`src/sv/osse_pkg.sv`:
```
// osse_pkg: constants, command codes and cell-chain structs for the ordered set engine.
// Used by the interfaces, the cell, the top level and the checker.
package osse_pkg;

  localparam int CAPACITY = 256;
  localparam int KEY_W    = 32;
  localparam int CMD_W    = 3;
  localparam int CNT_W    = $clog2(CAPACITY + 1);
  localparam int TREE_N   = 2 ** $clog2(CAPACITY);

  typedef enum logic [CMD_W-1:0] {
    CMD_INSERT = 3'd0,
    CMD_DELETE = 3'd1,
    CMD_EXISTS = 3'd2,
    CMD_NEXT   = 3'd3,
    CMD_PREV   = 3'd4
  } cmd_t;

  // Update strobes broadcast to every cell.
  typedef struct packed {
    logic                    shift_up;
    logic                    shift_down;
    logic signed [KEY_W-1:0] key;
  } cell_ctrl_t;

  // Per-cell contribution to the result OR tree.
  typedef struct packed {
    logic signed [KEY_W-1:0] next_key;
    logic signed [KEY_W-1:0] prev_key;
    logic                    eq;
    logic                    has_next;
    logic                    has_prev;
  } leaf_t;

endpackage

```
`src/sv/osse_cell.sv`:
```
// osse_cell: one slot of the sorted key chain; compares on capture, shifts on update.
// Depends on osse_pkg.
module osse_cell import osse_pkg::*; (
  input  logic                    clk,
  input  logic                    rst_n,
  input  logic                    capture,
  input  logic signed [KEY_W-1:0] probe_key,
  input  logic                    occ,
  input  logic signed [KEY_W-1:0] left_key,
  input  logic                    left_ins,
  input  logic                    left_gto,
  input  logic signed [KEY_W-1:0] right_key,
  input  logic                    right_ins,
  input  cell_ctrl_t              ctrl,
  output logic signed [KEY_W-1:0] key,
  output logic                    ins,
  output logic                    gto,
  output leaf_t                   leaf
);

  logic signed [KEY_W-1:0] key_r;
  logic                    ins_r;
  logic                    gto_r;
  logic                    eq_r;
  logic                    occ_r;
  logic                    sel_next;
  logic                    sel_prev;

  // ins: this slot is empty or holds a key >= probe (suffix of the chain)
  always_ff @(posedge clk) begin
    if (!rst_n) begin
      ins_r <= 1'b0;
      gto_r <= 1'b0;
      eq_r  <= 1'b0;
      occ_r <= 1'b0;
    end else if (capture) begin
      ins_r <= !occ || (key_r >= probe_key);
      gto_r <= occ && (key_r > probe_key);
      eq_r  <= occ && (key_r == probe_key);
      occ_r <= occ;
    end
  end

  // Insert: slots past the position take the left key, the position takes the new key.
  // Delete: slots from the matching key onward take the right key.
  always_ff @(posedge clk) begin
    if (ctrl.shift_up) begin
      if (left_ins) begin
        key_r <= left_key;
      end else if (ins_r) begin
        key_r <= ctrl.key;
      end
    end else if (ctrl.shift_down && ins_r) begin
      key_r <= right_key;
    end
  end

  assign sel_next = gto_r && !left_gto;
  assign sel_prev = occ_r && !ins_r && right_ins;

  assign key  = key_r;
  assign ins  = ins_r;
  assign gto  = gto_r;

  assign leaf.next_key = sel_next ? key_r : '0;
  assign leaf.prev_key = sel_prev ? key_r : '0;
  assign leaf.eq       = eq_r;
  assign leaf.has_next = sel_next;
  assign leaf.has_prev = sel_prev;

endmodule

```
`config.mk`:
```
export PLATFORM = sky130hd
export DESIGN_NAME = osse_cell
export DESIGN_NICKNAME = d
export VERILOG_FILES = /design/src/sv/osse_pkg.sv /design/src/sv/osse_cell.sv
export SDC_FILE = /design/constraint.sdc
export NUM_CORES = 1
export LEC_CHECK = 0
export BUFFER_PORTS_ARGS = -buffer_cell sky130_fd_sc_hd__buf_2
export CORE_AREA = 2 2 93 95
export DETAILED_ROUTE_END_ITERATION = 12
export DIE_AREA = 0 0 95 97
export PLACE_DENSITY = 0.76
export SETUP_SLACK_MARGIN = 0.02
export SKIP_LAST_GASP = 1
export SLEW_MARGIN = 20
export SYNTH_ARGS = -nofsm -noshare
export SYNTH_HDL_FRONTEND = slang
export SYNTH_SLANG_ARGS = --single-unit
```
`constraint.sdc`:
```
create_clock -name clk -period 3.1 [get_ports clk]
set_input_delay 0.31 -clock clk [delete_from_list [all_inputs] [get_ports clk]]
set_output_delay 0.31 -clock clk [all_outputs]
set_load 0.1 [all_outputs]
```
==> out/metrics.yaml, run 1 <==
cts.reportedPaths.clkPinSlew_ns: 0.07
grt_max_degree: 64
status: "completed"
synth_flop_cell: "edfxtp_1"
final.setup.tns_ns: 0
critical_path.cell_chain: "and3b_1, buf_4, and2_1, buf_2"
drt_pass1_iterations: 4
worst_ep_arrival_time_ns: 2.21
p_clk_share_pct: 17.7
relSlewSlack_pct: 57.1
first_iter_violations: 120
ir_worst_vdd_mv: 0.216
rsz0062_at_grt: "false"
fin_skew_ns: 0.00348
final_common_cell: "buf_2"
antenna_cells: 0
ant_nets: 0
fin_crit_ns: 2.52
seqPwrFrac_pct: 35.2
syn_avg_cell_area_um2: 8.74
synth_edf_count: 32
antenna_found_initial: 0
post_drt_wl_per_cell_um: 15.2
min_path_type: "in -> reg"
slew_viol_final: 0
yosysTopAreaCell: "edfxtp_1"
power_frac_comb_pct: 47.1
grt-ovfl-total: 0
cp-end-kind: "primary output"
hpwlAfterDp_um: 8650
portBuffers: 237
yosys_warnings: 0
switching_share_pct: 46.9
fin_nets: 753
max_cap_violations: 0
finalSetupViolCount: 0
fp-row-count: 33
die-area_um2: 9220
clockBufferDepth: 2
numCtsBuffers: 5
async_reset_ff_share_pct: 0
critPathLaunchType: "flip-flop"
tritoncts: "built"
syn-instance-count: 355
routed_wl_um: 10500
die_w_um: 95
clock-sinks: 36
ys_top_cells_by_area: "edfxtp_1, and2_1, ha_1"
areaGrowthSynthToFinish_pct: 43.5
syn-cell-area_um2: 3100
p_int_mw: 0.938
synth_seq_cells: 36
drive_gt1_share_pct: 43.5
post_cts_buffers: 0
syn_nets: 524
final_cell_mix: "buf_2, and2_1, a21oi_1"
worst_pin_slew_ns: 0.640
timing.final.hold_violations: 0
initial_utilization_pct: 38.1
drc: 0
crit_path_max_incr_delay_ns: 0.61
ys_types: 37
chipHeight_um: 97
worstPathRequired_ns: 2.79
netlist.area_leader.share_pct: 31.0
power_density_nw_per_um2: 396
max_freq_mhz: 396
clk_latency_ns: 0.28
whs_ns: 0.304
place.gp.congestion: 0.905
switching_power_mw: 0.827
core_um2: 8130
io_pins: 238
finalCritPeriodShare_pct: 81.4
first_global_vias: 3275
cp_top_family: "simple AND/OR/NAND/NOR gates"
htree_levels: 2
crit_buf_inv: 2
crit_fanout: 17
holdBufCountCts: 0
criticalPathCategory: "reg -> out"
routed-via-count: 3344
track_usage_pct: 22.6
post_cts_resized: 0
leakagePower_nw: 2.49
seq_area_frac_synth_pct: 33.5
crit_slowest_cell: "and3b_1"
viasPerCell: 4.85
grt_pass1_wl_um: 16100
cts-root-buf: "clkbuf_8"
## path summary, 6_finish.rpt
kind,from,endpoint,slack (ns),cells past startpoint
worst max-delay path,ins$_SDFFE_PN0P_,leaf[22],0.58,4
worst min-delay path,rst_n,eq_r$_SDFFE_PN0P_,0.30,2
worst max register to register,key[14]$_DFFE_PP_,gto$_SDFFE_PN0P_,0.86,7
worst min register to register,occ_r$_SDFFE_PN0P_,occ_r$_SDFFE_PN0P_,0.49,2
## per-layer routing
layer,track usage (%),routed length (µm)
met5,0,0
met4,6.80,246
met3,3.04,606
met2,40.5,5390
met1,27.7,4260
## final cells by class
class	count	area, µm²
clock buffers	5	68.8
clock inverters	2	7.51
fillers	759	3680
inverters	33	124
multi-input cells	266	1860
flip-flops and latches	36	1040
well taps	105	131
repair buffers	242	1220
## state kept, by name, indices dropped and copies added (netlist names)
register  count
key          32
ins           1
gto           1
occ_r         1
eq_r          1
## per-stage QoR
step           power, mW  util (%)  worst slack [ns]  instances  area [µm²]
2_1_floorplan       1.25         -             0.250        355        3100
3_3_place_gp        1.45      53.8             0.930        682        4380
3_5_place_dp        1.47      53.8             0.889        682        4380
4_1_cts             1.78      54.8             0.573        689        4450
5_1_grt             1.85      54.8             0.482        689        4450
6_report            1.77      54.8             0.576        689        4450
## power groups by stage
| stage | registers [mW] | clock network, mW | logic [mW] |
|---|---|---|---|
| global placement | 0.629 | 0 | 0.820 |
| CTS | 0.622 | 0.323 | 0.835 |
| floorplan | 0.888 | 0 | 0.363 |
| global route | 0.628 | 0.340 | 0.885 |
| detailed placement | 0.633 | 0 | 0.834 |
| finish | 0.622 | 0.312 | 0.831 |
## cells by family (layout without fill, tap and decap cells)
| group | count (synthesis) | count (layout) | synth area share [%] |
|---|---|---|---|
| muxes | 32 | 32 | 10.3 |
| AOI/OAI and AO/OA | 62 | 62 | 11.0 |
| buffers and inverters | 53 | 282 | 6.89 |
| and+or+nand+nor | 140 | 140 | 25.3 |
| DFF | 36 | 36 | 33.5 |
| adders and majority gates | 32 | 32 | 12.9 |
## cells in the mapped netlist, drive strengths merged (2+ instances only)
| cell | number |
|---|---|
| nand2 | 12 |
| mux2i | 32 |
| nand4 | 9 |
| and2 | 65 |
| o21ai | 5 |
| a21oi | 49 |
| nor4 | 2 |
| ha | 32 |
| dfxtp | 4 |
| nand2b | 2 |
| and3b | 2 |
| edfxtp | 32 |
| inv | 33 |
| buf | 7 |
| clkbuf | 13 |
| nor2 | 37 |
| nand3 | 3 |
| nor2b | 2 |
## worst register-to-register path: cells and delay by family (launching register included)
| family | cells | cell delay [ns] |
|---|---|---|
| flip-flops | 1 | 0.42 |
| adder cells (fa/ha/maj) | 1 | 0.35 |
| AO/OA/AOI/OAI | 2 | 0.37 |
| AND/OR/NAND/NOR | 4 | 0.99 |
Note: power is estimated with default switching activity, not from simulation.
==> run 2: changes to the inputs <==
--- a/config.mk
+++ b/config.mk
@@ -6,9 +6,9 @@
 export NUM_CORES = 1
 export LEC_CHECK = 0
 export BUFFER_PORTS_ARGS = -buffer_cell sky130_fd_sc_hd__buf_2
-export CORE_AREA = 2 2 93 95
+export CORE_AREA = 2 2 100 92
 export DETAILED_ROUTE_END_ITERATION = 12
-export DIE_AREA = 0 0 95 97
+export DIE_AREA = 0 0 102 94
 export PLACE_DENSITY = 0.76
 export SETUP_SLACK_MARGIN = 0.02
 export SKIP_LAST_GASP = 1
==> constraint.sdc (replaced) <==
create_clock -name clk -period 2.05 [get_ports clk]
set_input_delay 0.205 -clock clk [delete_from_list [all_inputs] [get_ports clk]]
set_output_delay 0.205 -clock clk [all_outputs]
set_load 0.1 [all_outputs]
==> out/metrics.yaml, run 2 (synthesis results as in run 1) <==
clk_latency_ns: 0.29  # about the same
r2r_setup_slack_ns: 0.06  # -0.80 ns
r2r_start: "key[9]$_DFFE_PP_"
routed-via-count: 3555  # +6.3%
worst_pin_slew_ns: 0.504  # -0.136 ns
io_pins: 238  # unchanged
fp-row-count: 32  # -3.0%
final.setup.tns_ns: 0  # unchanged
worst-r2r-cell-count: 8  # +1
criticalPathCategory: "reg -> reg"
fin_skew_ns: 0.0123  # +0.00881 ns
grt_max_degree: 33  # -48%
areaGrowthSynthToFinish_pct: 82.8
hpwlAfterDp_um: 9400  # +8.7%
hp-start: "rst_n"
dp.cells: 707  # +3.7%
hold_depth: 2  # unchanged
min_path_type: "in -> reg"
rsz0062_at_grt: "true"
cp-end-kind: "flip-flop"
critPathLaunchType: "flip-flop"
largest_reg_flops: 32  # unchanged
initial_utilization_pct: 36.6  # -1.6 points
ir_worst_vdd_mv: 0.251  # +16%
stdcell_count: 730  # +6.0%
crit_path_max_incr_delay_ns: 0.41  # -0.20 ns
max_freq_mhz: 502
ant_nets: 0  # unchanged
power_density_nw_per_um2: 537  # +36%
crit_fanout: 4  # -13
drc: 0  # unchanged
grt_pass1_wl_um: 16600  # +2.6%
finish.utilization_pct: 66.8  # +12 points
grt-ovfl-total: 0  # unchanged
portBuffers: 237  # unchanged
finalCritPeriodShare_pct: 97.2
die_w_um: 102  # +7.4%
first_global_vias: 3457  # +5.6%
post_drt_wl_per_cell_um: 15.6  # +2.5%
finalSetupViolCount: 0  # unchanged
worstHoldEndpoint: "eq_r$_SDFFE_PN0P_"
holdBufCountCts: 0  # unchanged
antenna_found_initial: 0  # unchanged
antenna_cells: 0  # unchanged
whs_ns: 0.199  # -0.105 ns
first_iter_violations: 122  # +1.7%
drt_pass1_iterations: 4  # unchanged
max_cap_violations: 0  # unchanged
placedInstanceArea_um2: 5370  # +23%
crit_slowest_cell: "edfxtp_1"
relSlewSlack_pct: 66.6  # +9.5 points
power.total_mw: 3.05  # +73%
htree_levels: 2  # unchanged
fin_nets: 779  # +3.5%
critical_path.cell_chain: "ha_1, nand4_1, buf_4, nor4_4, a21oi_2, and3_4, a32oi_1, nand2_1"
clockBufferDepth: 2  # unchanged
cts.reportedPaths.clkPinSlew_ns: 0.08  # about the same
status: "completed"
place.gp.congestion: 0.901  # -0.48%
worst_slack_ns: 0.0568  # -0.519 ns
clock-sinks: 36  # unchanged
chipHeight_um: 94  # -3.1%
cp_top_family: "simple AND/OR/NAND/NOR gates"
tritoncts: "built"
numCtsBuffers: 5  # unchanged
design_area_um2: 5670  # +27%
crit_buf_inv: 1  # -1
timing.final.hold_violations: 0  # unchanged
slew_viol_final: 0  # unchanged
track_usage_pct: 22.6  # -0.054 points
core_um2: 8490  # +4.4%
final_common_cell: "buf_2"
cts-root-buf: "clkbuf_8"
worst_ep_arrival_time_ns: 2.17  # -0.04 ns
fin_crit_ns: 1.99
viasPerCell: 4.87  # +0.34%
reg2reg_to: "gto$_SDFFE_PN0P_"
routed_wl_um: 11400  # +8.6%
final_cell_mix: "buf_2, buf_12, a21oi_1"
leakagePower_nw: 2.82  # +13%
place_ws_ns: -0.00541  # -0.894 ns
worstPathRequired_ns: 2.23  # -0.56 ns
die-area_um2: 9590  # +4.0%
drive_gt1_share_pct: 54.5  # +11 points
-- run 2: cell types whose count changed in the layout (fill, tap and decap cells not counted), moves of 2 or more --
| cell | delta |
|---|---|
| buf_4 | +25 |
| ha_4 | +9 |
| buf_12 | +52 |
| clkinv_1 | -2 |
| and2_2 | +34 |
| ha_1 | -9 |
| a21oi_1 | -3 |
| a21oi_2 | +3 |
| buf_2 | -51 |
| and2_1 | -34 |
-- run 2: timing repair --
action / in CTS / in global routing
pin swaps: 6 / 13
endpoints found under the setup margin: 2 / 2
gates resized for setup: 2 / 8
setup buffers: 7 / 8
-- run 2: layer usage --
metal,part of all wire (%),vias to the layer above,global-route usage (%)
met4,2.4,0,7.89
li1,-,1734,-
met2,53,177,41.4
met1,38,1620,26.2
met5,0,-,0
met3,6.7,24,3.79
-- run 2: worst max-delay path by stage --
stage | slack, ns | to | startpoint | cells after the start
after global routing | -0.03 | gto$_SDFFE_PN0P_ | key[18]$_DFFE_PP_ | 7
after global placement | 0.08 | gto$_SDFFE_PN0P_ | key[17]$_DFFE_PP_ | 7
after detailed placement | -0.005 | gto$_SDFFE_PN0P_ | key[15]$_DFFE_PP_ | 7
after CTS | 0.02 | gto$_SDFFE_PN0P_ | key[26]$_DFFE_PP_ | 7
after floorplan | -0.45 | gto$_SDFFE_PN0P_ | key[5]$_DFFE_PP_ | 7
final | 0.06 | gto$_SDFFE_PN0P_ | key[9]$_DFFE_PP_ | 8
-- run 2: layout make-up --
cell class,count,area (µm²)
Fill cell,685,2820
Inverter,33,124
Multi-Input combinational cell,266,2050
Tap cell,119,149
Clock inverter,3,42.5
Clock buffer,5,68.8
Timing Repair Buffer,268,2200
Sequential cell,36,1040
-- run 2: power breakdown --
part / switching (mW) / internal, mW
Combinational: 1.01 / 0.466
Sequential: 0.0529 / 0.881
Clock: 0.281 / 0.360
